## src/sv/greedy_change_optimality_test_unit_defines.svh

```systemverilog
// assertion macros for the greedy change test unit
`ifndef GREEDY_CHANGE_OPTIMALITY_TEST_UNIT_DEFINES_SVH
`define GREEDY_CHANGE_OPTIMALITY_TEST_UNIT_DEFINES_SVH
`ifndef ASSERT_OFF
`define GCT_ASSERT(label, clk, rst_n, prop) \
    label: assert property (@(posedge clk) disable iff (!rst_n) prop) else $error("gct check failed");
`define GCT_ASSERT_NR(label, clk, prop) \
    label: assert property (@(posedge clk) prop) else $error("gct check failed");
`else
`define GCT_ASSERT(label, clk, rst_n, prop)
`define GCT_ASSERT_NR(label, clk, prop)
`endif
`endif

```

## src/sv/gct_pkg.sv

```systemverilog
// ----------------------------------------------------------------------------
// gct_pkg
// shared types and constants of the greedy change optimality test unit
// ----------------------------------------------------------------------------
package gct_pkg;
    localparam int MAX_COINS = 16;
    localparam int COIN_BITS = 16;
    localparam int IDX_BITS  = $clog2(MAX_COINS);
    localparam int NUM_BITS  = $clog2(MAX_COINS + 1);
    localparam int WIDE_BITS = 2 * COIN_BITS + 8;

    typedef logic [COIN_BITS-1:0] coin_t;
    typedef logic [WIDE_BITS-1:0] wide_t;

    // controller to datapath commands
    typedef struct packed {
        logic load;
        logic gr_start;     // start greedy on amount register
        logic gr_src_p;     // amount source: 1 = c[i-1]-1, 0 = candidate w
        logic gr_step;      // one greedy coin step
        logic gr_store;     // greedy pass writes greedy_counts
        logic cand_start;   // clear w and qm
        logic cand_step;    // one candidate coin step
        logic clr_n;
    } gct_cmd_t;

    typedef struct packed {
        logic div_busy;
        logic div_done;
        logic better;       // qm < qg
    } gct_sts_t;
endpackage

```

## src/sv/gct_if.sv

```systemverilog
// ----------------------------------------------------------------------------
// gct_in_if / gct_out_if
// valid-ready channels of the greedy change test unit
// ----------------------------------------------------------------------------
interface gct_in_if;
    logic        valid;
    logic        ready;
    logic [15:0] denomination;
    logic        last_coin;
    modport source (output valid, denomination, last_coin, input ready);
    modport sink   (input valid, denomination, last_coin, output ready);
endinterface

interface gct_out_if;
    logic        valid;
    logic        ready;
    logic        greedy_optimal;
    logic [16:0] amount;
    logic [3:0]  coin_index;
    logic [15:0] coin_count;
    logic        last_result;
    modport source (output valid, greedy_optimal, amount, coin_index, coin_count,
                    last_result, input ready);
    modport sink   (input valid, greedy_optimal, amount, coin_index, coin_count,
                    last_result, output ready);
endinterface

```

## src/sv/gct_div.sv

```systemverilog
// ----------------------------------------------------------------------------
// gct_div
// restoring divider, one quotient bit per cycle
// ----------------------------------------------------------------------------
module gct_div (
    input  logic                clk,
    input  logic                rst_n,
    input  logic                start,
    input  gct_pkg::wide_t      dividend,
    input  gct_pkg::coin_t      divisor,
    output logic                busy,
    output logic                done,
    output gct_pkg::wide_t      quotient,
    output gct_pkg::wide_t      remainder
);
    import gct_pkg::*;
    localparam int CNT_BITS = $clog2(WIDE_BITS + 1);

    logic [CNT_BITS-1:0] cnt_reg, cnt_next;
    logic                busy_reg, busy_next;
    logic                done_reg, done_next;
    wide_t               q_reg, q_next;
    wide_t               r_reg, r_next;
    coin_t               d_reg, d_next;
    logic [WIDE_BITS:0]  trial;

    always_comb
    begin
        cnt_next  = cnt_reg;
        busy_next = busy_reg;
        done_next = 1'b0;
        q_next    = q_reg;
        r_next    = r_reg;
        d_next    = d_reg;
        trial     = {r_reg, q_reg[WIDE_BITS-1]};
        if (start)
        begin
            q_next    = dividend;
            r_next    = '0;
            d_next    = divisor;
            cnt_next  = CNT_BITS'(WIDE_BITS);
            busy_next = 1'b1;
        end
        else if (busy_reg)
        begin
            q_next = {q_reg[WIDE_BITS-2:0], 1'b0};
            if (trial >= {{(WIDE_BITS+1-COIN_BITS){1'b0}}, d_reg})
            begin
                r_next    = WIDE_BITS'(trial - {{(WIDE_BITS+1-COIN_BITS){1'b0}}, d_reg});
                q_next[0] = 1'b1;
            end
            else
                r_next = WIDE_BITS'(trial);
            cnt_next = cnt_reg - 1'b1;
            if (cnt_reg == CNT_BITS'(1))
            begin
                busy_next = 1'b0;
                done_next = 1'b1;
            end
        end
    end

    always_ff @(posedge clk or negedge rst_n)
    begin
        if (!rst_n)
        begin
            cnt_reg  <= '0;
            busy_reg <= 1'b0;
            done_reg <= 1'b0;
        end
        else
        begin
            cnt_reg  <= cnt_next;
            busy_reg <= busy_next;
            done_reg <= done_next;
        end
    end

    always_ff @(posedge clk)
    begin
        q_reg <= q_next;
        r_reg <= r_next;
        d_reg <= d_next;
    end

    assign busy      = busy_reg;
    assign done      = done_reg;
    assign quotient  = q_reg;
    assign remainder = r_reg;
endmodule

```

## src/sv/gct_datapath.sv

```systemverilog
// ----------------------------------------------------------------------------
// gct_datapath
// coin store, greedy and candidate count arrays, shared divider
// ----------------------------------------------------------------------------
module gct_datapath (
    input  logic                         clk,
    input  logic                         rst_n,
    input  gct_pkg::gct_cmd_t            cmd,
    input  logic [gct_pkg::IDX_BITS-1:0] i_idx,
    input  logic [gct_pkg::IDX_BITS-1:0] j_idx,
    input  logic [gct_pkg::IDX_BITS-1:0] k_idx,
    input  gct_pkg::coin_t               din,
    output gct_pkg::gct_sts_t            sts,
    output logic [gct_pkg::NUM_BITS-1:0] n_coins,
    output logic [16:0]                  amount_out,
    output logic [15:0]                  count_out
);
    `include "greedy_change_optimality_test_unit_defines.svh"
    import gct_pkg::*;

    coin_t  store [MAX_COINS];
    wide_t  gcnt  [MAX_COINS];
    wide_t  ccnt  [MAX_COINS];
    logic [NUM_BITS-1:0] n_reg, n_next;
    wide_t  amt_reg, w_reg, qm_reg, qg_reg;
    logic   div_start;
    wide_t  div_q, div_r, cnt_k, prod;
    logic   div_busy, div_done;
    coin_t  ck, p_val;

    assign ck    = store[k_idx];
    assign p_val = store[i_idx] - 1'b1;   // i_idx holds i-1

    always_comb
    begin
        n_next = n_reg;
        if (cmd.clr_n)
            n_next = '0;
        else if (cmd.load && n_reg < NUM_BITS'(MAX_COINS))
            n_next = n_reg + 1'b1;
    end

    always_ff @(posedge clk or negedge rst_n)
    begin
        if (!rst_n)
            n_reg <= '0;
        else
            n_reg <= n_next;
    end

    // greedy step: divide only when the coin fits
    assign div_start = cmd.gr_step && ck != '0 && wide_t'(ck) <= amt_reg && amt_reg != '0;

    gct_div u_div (
        .clk(clk), .rst_n(rst_n), .start(div_start), .dividend(amt_reg), .divisor(ck),
        .busy(div_busy), .done(div_done), .quotient(div_q), .remainder(div_r)
    );

    // candidate count k
    always_comb
    begin
        if (k_idx < j_idx)
            cnt_k = gcnt[k_idx];
        else if (k_idx == j_idx)
            cnt_k = gcnt[k_idx] + 1'b1;
        else
            cnt_k = '0;
    end
    assign prod = WIDE_BITS'(cnt_k[COIN_BITS:0] * ck);

    always_ff @(posedge clk)
    begin
        if (cmd.load && n_reg < NUM_BITS'(MAX_COINS))
            store[n_reg[IDX_BITS-1:0]] <= din;
        if (cmd.gr_start)
        begin
            amt_reg <= cmd.gr_src_p ? wide_t'(p_val) : w_reg;
            qg_reg  <= '0;
        end
        else if (div_done)
        begin
            amt_reg <= div_r;
            qg_reg  <= qg_reg + div_q;
            if (cmd.gr_store)
                gcnt[k_idx] <= div_q;
        end
        else if (cmd.gr_step && !div_start && cmd.gr_store)
            gcnt[k_idx] <= '0;
        if (cmd.cand_start)
        begin
            w_reg  <= '0;
            qm_reg <= '0;
        end
        else if (cmd.cand_step)
        begin
            ccnt[k_idx] <= cnt_k;
            w_reg       <= w_reg + prod;
            qm_reg      <= qm_reg + cnt_k;
        end
    end

    assign sts.div_busy = div_busy | div_start;
    assign sts.div_done = div_done;
    assign sts.better   = qm_reg < qg_reg;
    assign n_coins      = n_reg;
    assign amount_out   = w_reg[16:0];
    assign count_out    = ccnt[k_idx][15:0];

    `GCT_ASSERT(a_start_idle, clk, rst_n, div_start |-> !div_busy)
    `GCT_ASSERT(a_done_after_busy, clk, rst_n, div_done |-> $past(div_busy))
    `GCT_ASSERT(a_n_bound, clk, rst_n, n_reg <= NUM_BITS'(MAX_COINS))
endmodule

```

## src/sv/gct_ctrl.sv

```systemverilog
// ----------------------------------------------------------------------------
// gct_ctrl
// sequencer over coin pairs, greedy steps and result emission
// ----------------------------------------------------------------------------
module gct_ctrl (
    input  logic                         clk,
    input  logic                         rst_n,
    input  logic                         in_fire,
    input  logic                         in_last,
    input  gct_pkg::gct_sts_t            sts,
    input  logic [gct_pkg::NUM_BITS-1:0] n_coins,
    input  logic                         out_free,
    output gct_pkg::gct_cmd_t            cmd,
    output logic [gct_pkg::IDX_BITS-1:0] i_idx,
    output logic [gct_pkg::IDX_BITS-1:0] j_idx,
    output logic [gct_pkg::IDX_BITS-1:0] k_idx,
    output logic                         in_ready,
    output logic                         emit,
    output logic                         emit_opt,
    output logic                         emit_last
);
    `include "greedy_change_optimality_test_unit_defines.svh"
    import gct_pkg::*;

    localparam logic [3:0] S_LOAD  = 4'd0;
    localparam logic [3:0] S_IOUT  = 4'd1;
    localparam logic [3:0] S_GP    = 4'd2;
    localparam logic [3:0] S_GPW   = 4'd3;
    localparam logic [3:0] S_CAND  = 4'd4;
    localparam logic [3:0] S_GW    = 4'd5;
    localparam logic [3:0] S_GWW   = 4'd6;
    localparam logic [3:0] S_CMP   = 4'd7;
    localparam logic [3:0] S_OPT   = 4'd8;
    localparam logic [3:0] S_EMIT  = 4'd9;
    localparam logic [3:0] S_GWS   = 4'd10;
    localparam logic [3:0] S_GPS   = 4'd11;

    logic [3:0]          state_reg, state_next;
    logic [NUM_BITS-1:0] i_reg, i_next, j_reg, j_next, k_reg, k_next, n_reg, n_next;

    always_comb
    begin
        state_next = state_reg;
        i_next = i_reg; j_next = j_reg; k_next = k_reg; n_next = n_reg;
        cmd = '0;
        emit = 1'b0; emit_opt = 1'b0; emit_last = 1'b0;
        in_ready = 1'b0;
        case (state_reg)
            S_LOAD:
            begin
                in_ready = 1'b1;
                if (in_fire)
                begin
                    cmd.load = 1'b1;
                    if (in_last)
                    begin
                        n_next = (n_coins < NUM_BITS'(MAX_COINS)) ? n_coins + 1'b1 : n_coins;
                        i_next = NUM_BITS'(1);
                        state_next = S_IOUT;
                    end
                end
            end
            S_IOUT:
            begin
                cmd.clr_n = 1'b1;
                if (i_reg >= n_reg)
                    state_next = S_OPT;
                else
                begin
                    cmd.gr_start = 1'b1; cmd.gr_src_p = 1'b1;
                    k_next = '0;
                    state_next = S_GP;
                end
            end
            S_GP:
            begin
                if (k_reg >= n_reg)
                begin
                    j_next = i_reg;
                    state_next = S_CAND;
                    cmd.cand_start = 1'b1;
                    k_next = '0;
                end
                else
                begin
                    cmd.gr_step = 1'b1; cmd.gr_store = 1'b1;
                    state_next = S_GPS;
                end
            end
            S_GPS:
            begin
                cmd.gr_store = 1'b1;
                if (sts.div_busy)
                    state_next = S_GPW;
                else
                begin
                    k_next = k_reg + 1'b1;
                    state_next = S_GP;
                end
            end
            S_GPW:
            begin
                cmd.gr_store = 1'b1;
                if (sts.div_done)
                begin
                    k_next = k_reg + 1'b1;
                    state_next = S_GP;
                end
            end
            S_CAND:
            begin
                if (k_reg >= n_reg)
                begin
                    cmd.gr_start = 1'b1;
                    k_next = '0;
                    state_next = S_GW;
                end
                else
                begin
                    cmd.cand_step = 1'b1;
                    k_next = k_reg + 1'b1;
                end
            end
            S_GW:
            begin
                if (k_reg >= n_reg)
                    state_next = S_CMP;
                else
                begin
                    cmd.gr_step = 1'b1;
                    state_next = S_GWS;
                end
            end
            S_GWS:
            begin
                if (sts.div_busy)
                    state_next = S_GWW;
                else
                begin
                    k_next = k_reg + 1'b1;
                    state_next = S_GW;
                end
            end
            S_GWW:
            begin
                if (sts.div_done)
                begin
                    k_next = k_reg + 1'b1;
                    state_next = S_GW;
                end
            end
            S_CMP:
            begin
                k_next = '0;
                if (sts.better)
                    state_next = S_EMIT;
                else if (j_reg + 1'b1 < n_reg)
                begin
                    j_next = j_reg + 1'b1;
                    cmd.cand_start = 1'b1;
                    state_next = S_CAND;
                end
                else
                begin
                    i_next = i_reg + 1'b1;
                    state_next = S_IOUT;
                end
            end
            S_OPT:
            begin
                if (out_free)
                begin
                    emit = 1'b1; emit_opt = 1'b1; emit_last = 1'b1;
                    state_next = S_LOAD;
                end
            end
            S_EMIT:
            begin
                if (out_free)
                begin
                    emit = 1'b1;
                    emit_last = (k_reg + 1'b1 == n_reg);
                    k_next = k_reg + 1'b1;
                    if (k_reg + 1'b1 == n_reg)
                        state_next = S_LOAD;
                end
            end
            default:
                state_next = S_LOAD;
        endcase
    end

    always_ff @(posedge clk or negedge rst_n)
    begin
        if (!rst_n)
        begin
            state_reg <= S_LOAD;
            i_reg <= '0; j_reg <= '0; k_reg <= '0; n_reg <= '0;
        end
        else
        begin
            state_reg <= state_next;
            i_reg <= i_next; j_reg <= j_next; k_reg <= k_next; n_reg <= n_next;
        end
    end

    // i_idx carries i-1 so the datapath reads c[i-1]
    assign i_idx = IDX_BITS'(i_reg - 1'b1);
    assign j_idx = j_reg[IDX_BITS-1:0];
    assign k_idx = k_reg[IDX_BITS-1:0];

    `GCT_ASSERT(a_ready_load, clk, rst_n, in_ready |-> state_reg == S_LOAD)
    `GCT_ASSERT(a_emit_free, clk, rst_n, emit |-> out_free)
    `GCT_ASSERT(a_last_leaves, clk, rst_n, (emit && emit_last) |=> state_reg == S_LOAD)
endmodule

```

## src/sv/greedy_change_optimality_test_unit.sv

```systemverilog
// ----------------------------------------------------------------------------
// greedy_change_optimality_test_unit
// pearson test of greedy optimality for a loaded coin system
// ----------------------------------------------------------------------------
// channel  dir   words
// in_ch    in    one coin per word, last_coin starts the test
// out_ch   out   one word when optimal, else one count word per coin
//
// loading takes one word per in_ch handshake; the test then runs on one shared divider,
// which divides on a greedy step only when the coin fits, with
// about n^3/2 greedy steps in the worst case
// reset clears the controller, coin count and output valid flag
// out_ch stalls hold the result register; no new word is taken during the test
module greedy_change_optimality_test_unit (
    input  logic      clk,
    input  logic      rst_n,
    gct_in_if.sink    in_ch,
    gct_out_if.source out_ch
);
    `include "greedy_change_optimality_test_unit_defines.svh"
    import gct_pkg::*;

    gct_cmd_t            cmd;
    gct_sts_t            sts;
    logic [IDX_BITS-1:0] i_idx, j_idx, k_idx;
    logic [NUM_BITS-1:0] n_coins;
    logic [16:0]         amount_w;
    logic [15:0]         count_w;
    logic                in_ready, in_fire, emit, emit_opt, emit_last, out_free;
    logic                vld_reg, vld_next;
    logic                opt_reg, last_reg;
    logic [16:0]         amt_reg;
    logic [3:0]          idx_reg;
    logic [15:0]         cnt_reg;

    assign in_fire  = in_ch.valid && in_ready;
    assign out_free = !vld_reg || out_ch.ready;

    gct_ctrl u_ctrl (
        .clk(clk), .rst_n(rst_n), .in_fire(in_fire), .in_last(in_ch.last_coin),
        .sts(sts), .n_coins(n_coins), .out_free(out_free), .cmd(cmd),
        .i_idx(i_idx), .j_idx(j_idx), .k_idx(k_idx), .in_ready(in_ready),
        .emit(emit), .emit_opt(emit_opt), .emit_last(emit_last)
    );

    gct_datapath u_dp (
        .clk(clk), .rst_n(rst_n), .cmd(cmd), .i_idx(i_idx), .j_idx(j_idx),
        .k_idx(k_idx), .din(COIN_BITS'(in_ch.denomination)), .sts(sts),
        .n_coins(n_coins), .amount_out(amount_w), .count_out(count_w)
    );

    always_comb
    begin
        vld_next = vld_reg;
        if (emit)
            vld_next = 1'b1;
        else if (out_ch.ready)
            vld_next = 1'b0;
    end

    always_ff @(posedge clk or negedge rst_n)
    begin
        if (!rst_n)
            vld_reg <= 1'b0;
        else
            vld_reg <= vld_next;
    end

    always_ff @(posedge clk)
    begin
        if (emit)
        begin
            opt_reg  <= emit_opt;
            last_reg <= emit_last;
            amt_reg  <= emit_opt ? '0 : amount_w;
            idx_reg  <= emit_opt ? '0 : 4'(k_idx);
            cnt_reg  <= emit_opt ? '0 : count_w;
        end
    end

    assign in_ch.ready           = in_ready;
    assign out_ch.valid          = vld_reg;
    assign out_ch.greedy_optimal = opt_reg;
    assign out_ch.amount         = amt_reg;
    assign out_ch.coin_index     = idx_reg;
    assign out_ch.coin_count     = cnt_reg;
    assign out_ch.last_result    = last_reg;

    `GCT_ASSERT(a_hold, clk, rst_n, (vld_reg && !out_ch.ready) |=> vld_reg)
    `GCT_ASSERT(a_no_overrun, clk, rst_n, emit |-> out_free)
    `GCT_ASSERT(a_opt_last, clk, rst_n, (vld_reg && opt_reg) |-> last_reg)
endmodule

```

## src/flat_wrapper.sv

```systemverilog
// flat-port wrapper written by rule: the top's interface ports become plain ports
module greedy_change_optimality_test_unit_flat import gct_pkg::*;
  (clk, rst_n, in_ch_valid, in_ch_denomination, in_ch_last_coin, in_ch_ready, out_ch_valid, out_ch_greedy_optimal, out_ch_amount, out_ch_coin_index, out_ch_coin_count, out_ch_last_result, out_ch_ready);
  gct_in_if in_ch_i ();
  gct_out_if out_ch_i ();
  input  logic clk;
  input  logic rst_n;
  input wire logic [$bits(in_ch_i.valid)-1:0] in_ch_valid;
  input wire logic [$bits(in_ch_i.denomination)-1:0] in_ch_denomination;
  input wire logic [$bits(in_ch_i.last_coin)-1:0] in_ch_last_coin;
  output wire logic [$bits(in_ch_i.ready)-1:0] in_ch_ready;
  output wire logic [$bits(out_ch_i.valid)-1:0] out_ch_valid;
  output wire logic [$bits(out_ch_i.greedy_optimal)-1:0] out_ch_greedy_optimal;
  output wire logic [$bits(out_ch_i.amount)-1:0] out_ch_amount;
  output wire logic [$bits(out_ch_i.coin_index)-1:0] out_ch_coin_index;
  output wire logic [$bits(out_ch_i.coin_count)-1:0] out_ch_coin_count;
  output wire logic [$bits(out_ch_i.last_result)-1:0] out_ch_last_result;
  input wire logic [$bits(out_ch_i.ready)-1:0] out_ch_ready;
  assign in_ch_i.valid = in_ch_valid;
  assign in_ch_i.denomination = in_ch_denomination;
  assign in_ch_i.last_coin = in_ch_last_coin;
  assign in_ch_ready = in_ch_i.ready;
  assign out_ch_valid = out_ch_i.valid;
  assign out_ch_greedy_optimal = out_ch_i.greedy_optimal;
  assign out_ch_amount = out_ch_i.amount;
  assign out_ch_coin_index = out_ch_i.coin_index;
  assign out_ch_coin_count = out_ch_i.coin_count;
  assign out_ch_last_result = out_ch_i.last_result;
  assign out_ch_i.ready = out_ch_ready;
  greedy_change_optimality_test_unit u_core (.clk(clk), .rst_n(rst_n), .in_ch(in_ch_i), .out_ch(out_ch_i));
endmodule
```

## config.mk

```make
export PLATFORM = sky130hd
export DESIGN_NAME = greedy_change_optimality_test_unit_flat
export DESIGN_NICKNAME = d
export VERILOG_FILES = /design/src/sv/gct_pkg.sv /design/src/sv/gct_if.sv /design/src/sv/gct_div.sv /design/src/sv/gct_datapath.sv /design/src/sv/gct_ctrl.sv /design/src/sv/greedy_change_optimality_test_unit.sv /design/src/flat_wrapper.sv
export VERILOG_INCLUDE_DIRS = /design/src /design/src/sv
export SDC_FILE = /design/constraint.sdc
export NUM_CORES = 2
export LEC_CHECK = 0
export BUFFER_PORTS_ARGS = -buffer_cell sky130_fd_sc_hd__buf_2
export CAP_MARGIN = 25
export CORE_ASPECT_RATIO = 1.25
export CORE_MARGIN = 2
export CORE_UTILIZATION = 47
export CTS_CLUSTER_SIZE = 20
export DETAILED_ROUTE_END_ITERATION = 10
export SETUP_SLACK_MARGIN = 0.5
export SLEW_MARGIN = 20
export SYNTH_ARGS = -nofsm -noshare
export SYNTH_HDL_FRONTEND = slang
export SYNTH_SLANG_ARGS = --single-unit
```

## constraint.sdc

```tcl
create_clock -name clk -period 11.9 [get_ports clk]
set_input_delay 2.38 -clock clk [delete_from_list [all_inputs] [get_ports clk]]
set_output_delay 2.38 -clock clk [all_outputs]
set_load 0.01 [all_outputs]
```

==> run summary <==
For this run, the number of standard cells in the final layout without fillers is 7981. Headroom to the max-slew limit came out at 27.1%. The net count of the finished layout is 6232.

Relative to the synthesized area, the layout overhead comes to 10.3%. After routing the design area is 85800 um2. After synthesis, the largest area contributor takes up 49.7% of total cell area. The tools report the worst min-delay path startpoint as u_core.u_dp.w_reg[16]$_SDFFE_PP0P_. For the total of fill cells in the finished design, the log shows 13700. Routability-driven placement finished with a final weighted congestion of 0.959.

The post-cts resize count is 0, and the number of optimization iterations in the first detailed-route pass is 6. Setup repair after global routing left no endpoint under its margin. Setup violations remaining at the end of the flow were counted as 0. In this run, synthesis inferred 1287 flip-flops with an integrated enable. By area the synthesized netlist is led by sky130_fd_sc_hd__edfxtp_1, sky130_fd_sc_hd__mux4_2, sky130_fd_sc_hd__fa_1, sky130_fd_sc_hd__ha_1, sky130_fd_sc_hd__dfxtp_1. The register-to-register setup slack is 1.76 ns, and the number of DRC markers after the initial detailed-route iteration is 4430.

Entering global routing, the biggest net connects 83 pins. Counting tap cells, the placed design contains a total of 7698 instances. The share of synthesized flip-flops with an asynchronous set or reset was 2.56%; the ratio of cells with drive above 1 in the final layout was 17.2%. In this run, distinct cell masters in the synthesized netlist total 93. Among all stages on the critical path, the largest delay is contributed by sky130_fd_sc_hd__dfrtp_4. The final route contains 48200 vias.

The floorplan step set the die width to 368 um. Largest area contributor in the synthesized netlist: sky130_fd_sc_hd__edfxtp_1. Count of pins on the block boundary: 62. During placement, the flow inserted port buffers numbering 61.

The kind of launch point of the worst setup path was a flip-flop. For the pin with the worst max-slew slack, the measured transition is 1.09 ns. The number of storage elements in the synthesis netlist was 1485; the worst slack after detailed placement was 1.74 ns.

The cell sitting at the root of the clock tree is a sky130_fd_sc_hd__clkbuf_16. Final hold violation count: 0. The category of cells accounting for the largest share of critical-path delay is adder cells. The most flop-heavy register was u_core.u_dp.gcnt.

In this run the number of cells on the critical path is 30. The overall fraction of global-route tracks in use was 26.0%; the HPWL after detailed placement was 147000 um. Sequential elements use 55.0% of the synthesized area. The number of instances on the worst hold path is 2.

Sorting the synthesized cells by how often they occur yields sky130_fd_sc_hd__edfxtp_1, sky130_fd_sc_hd__inv_1, sky130_fd_sc_hd__nand2_1, sky130_fd_sc_hd__nor2_1, sky130_fd_sc_hd__mux4_2. The y dimension of the die came out at 459 um. After floorplanning, the core was sized to cover 164000 um2.

Buffers inserted during clock tree synthesis total 151. The run gives 3 as the maximum clock insertion buffer count. Together, buffers and inverters on the worst path number 6.

Adding up every negative setup slack in the final design gives 0 ns. The routed length per placed instance came out at 27.4 um. For this run, the leading register cell type out of synthesis is sky130_fd_sc_hd__edfxtp_1.

The count of buffers added by post-CTS timing repair for setup is 0, and the number of antenna-violating nets in the routed design is 0. CTS built an H-tree with a depth of 4. Clock tree skew after final layout: 0.0417 ns. The worst hold path belongs to the class reg2reg.

Among the stages of the critical path, the cell type that occurs most often is sky130_fd_sc_hd__fa_1. The flow ran to the end, and the final reports show no timing, DRC or antenna violations. The largest fanout on the critical path was 60. The endpoint of the lowest-slack register-to-register path is u_core.u_dp.w_reg[27]$_SDFFE_PP0P_. The data required time of the worst path was 12.57 ns.

The initial utilization of the core area, before any placement, comes to 47.4%. Global routing finished with a remaining overflow of 0. For this block, the routed nets add up to 219000 um of wire.

The count of unresolved DRC violations after routing is 0. Critical path class: reg2reg. After floorplanning, the core was divided into 166 placement rows. The mapped netlist covers 77800 um2. The instance area after placement came out at 80700 um2. The clock net in this run drives a total of 1485 sinks. The count of mapped cells out of synthesis came out at 5589.

A synthesized cell averages 13.9 um2. TritonCTS built the clock tree. The maximum operating frequency is 0.0986 GHz, and the global-route wire length before repair is 322000 um. The max-slew violation total from the final report came out at 0. For this run, the slowest stage of the critical path takes 0.95 ns.

The critical path arrival is 10.81 ns, and the final critical delay including setup and external delays is 10.14 ns. In this run the critical register-to-register path is launched from u_core.u_ctrl.k_reg[0]$_DFFE_PN0P_. The tool flagged a number of max-cap violations equal to 0. The count of cells along the worst register-to-register path is 30. Dividing the final minimum period by the clock period gives 85.2%. Number of antenna violations at the first check in global routing: 19.

After detailed routing, the number of vias per cell comes to 6.04. For hold timing, the worst endpoint is u_core.u_dp.w_reg[16]$_SDFFE_PP0P_. In this run, post-CTS hold repair placed 0 buffers. Clock latency on the worst-skew pair, taken at its later pin, is 0.83 ns.

By instance count, the leading cell after synthesis is sky130_fd_sc_hd__edfxtp_1. The tools report the via count of the first global-routing pass as 48500. Yosys printed 0 warnings. The category of the worst setup path capture point is a flip-flop. The overall die area is 169000 um2. The register with the most flip-flops in the layout has 640 of them. The final worst-path setup slack was 1.76 ns; the clock transition at the registers of the reported paths was 0.06 ns. Number of nets produced by synthesis: 6148.
[worst max path at each step]
stage | slack [ns] | end | from
2_1_floorplan | 2.48 | u_core.u_dp.w_reg[27]$_SDFFE_PP0P_ | u_core.u_ctrl.k_reg[0]$_DFFE_PN0P_
3_3_place_gp | 1.88 | u_core.u_dp.w_reg[27]$_SDFFE_PP0P_ | u_core.u_ctrl.k_reg[0]$_DFFE_PN0P_
3_5_place_dp | 1.74 | u_core.u_dp.w_reg[27]$_SDFFE_PP0P_ | u_core.u_ctrl.k_reg[0]$_DFFE_PN0P_
4_1_cts | 1.73 | u_core.u_dp.w_reg[27]$_SDFFE_PP0P_ | u_core.u_ctrl.k_reg[0]$_DFFE_PN0P_
5_1_grt | 1.03 | u_core.u_dp.w_reg[27]$_SDFFE_PP0P_ | u_core.u_ctrl.k_reg[0]$_DFFE_PN0P_
6_report | 1.76 | u_core.u_dp.w_reg[27]$_SDFFE_PP0P_ | u_core.u_ctrl.k_reg[0]$_DFFE_PN0P_
[cells by family (layout without fill, tap and decap cells)]
kind of cell,after synthesis,count (layout),synth area share [%]
fa+ha+maj,539,539,11.0
xor+xnor,173,173,1.96
other cells,0,4,0
simple gates,1363,1363,8.15
compound gates,792,792,6.75
buf+inv,727,931,4.06
mux,510,510,13.0
flops,1485,1485,55.0
[metrics by stage]
step                hold slack [ns]  utilization [%]
floorplan                     0.432                -
global placement              0.442             49.1
detailed placement            0.450             49.2
CTS                           0.458             52.2
global route                  0.481             52.3
finish                        0.459             52.3
[tightest hold or removal path: stages, from the launching register on]
cell and delay, ns:
sky130_fd_sc_hd__dfxtp_1 0.31, sky130_fd_sc_hd__nand2_1 0.06, sky130_fd_sc_hd__a21oi_1 0.05
[per-layer routing]
| metal | share of wire [%] | wire length, um | global-route usage, % |
|---|---|---|---|
| met5 | 0.043 | 94 | 0 |
| met4 | 4.9 | 10700 | 11.7 |
| met3 | 7.0 | 15200 | 4.46 |
| met2 | 49 | 108000 | 43.7 |
| met1 | 39 | 85300 | 33.2 |
[cells in the final DEF, fill, tap and decap left out, drive strengths merged, types with 20 or more instances in the layout]
cell type | synthesis | layout
edfxtp | 1287 | 1287
inv | 471 | 481
nand2 | 455 | 455
nor2 | 407 | 407
mux4 | 396 | 396
ha | 294 | 294
fa | 244 | 244
a21oi | 204 | 204
clkbuf | 143 | 194
buf | 110 | 184
dfxtp | 160 | 160
o21ai | 124 | 124
a21o | 111 | 111
xnor2 | 90 | 90
xor2 | 83 | 83
and2 | 80 | 80
nand3 | 75 | 75
mux2 | 64 | 64
nor3 | 60 | 60
nor2b | 54 | 54
a22oi | 51 | 51
mux2i | 50 | 50
and3 | 48 | 48
clkinv | 3 | 47
a211oi | 42 | 42
or3 | 40 | 40
nand4 | 39 | 39
dfrtp | 38 | 38
a31oi | 35 | 35
nor4 | 31 | 31
a22o | 27 | 27
a311oi | 26 | 26
o21a | 25 | 25
o31ai | 23 | 23
nand2b | 22 | 22
o21bai | 20 | 20
[cell type report]
class / instances / area, um2 / share of cell area (%)
timing repair buffer: 184 / 1380 / 1.60
antenna: 4 / 10.0 / 0.0117
sequential: 1485 / 42800 / 49.9
clock inverter: 79 / 923 / 1.08
multi-input combinational: 3377 / 32100 / 37.4
tap: 2184 / 2730 / 3.18
inverter: 474 / 1780 / 2.07
clock buffer: 194 / 4110 / 4.79
Power is not shown: default switching activity piles up to over one toggle a cycle in this logic, so the estimate is an artifact.
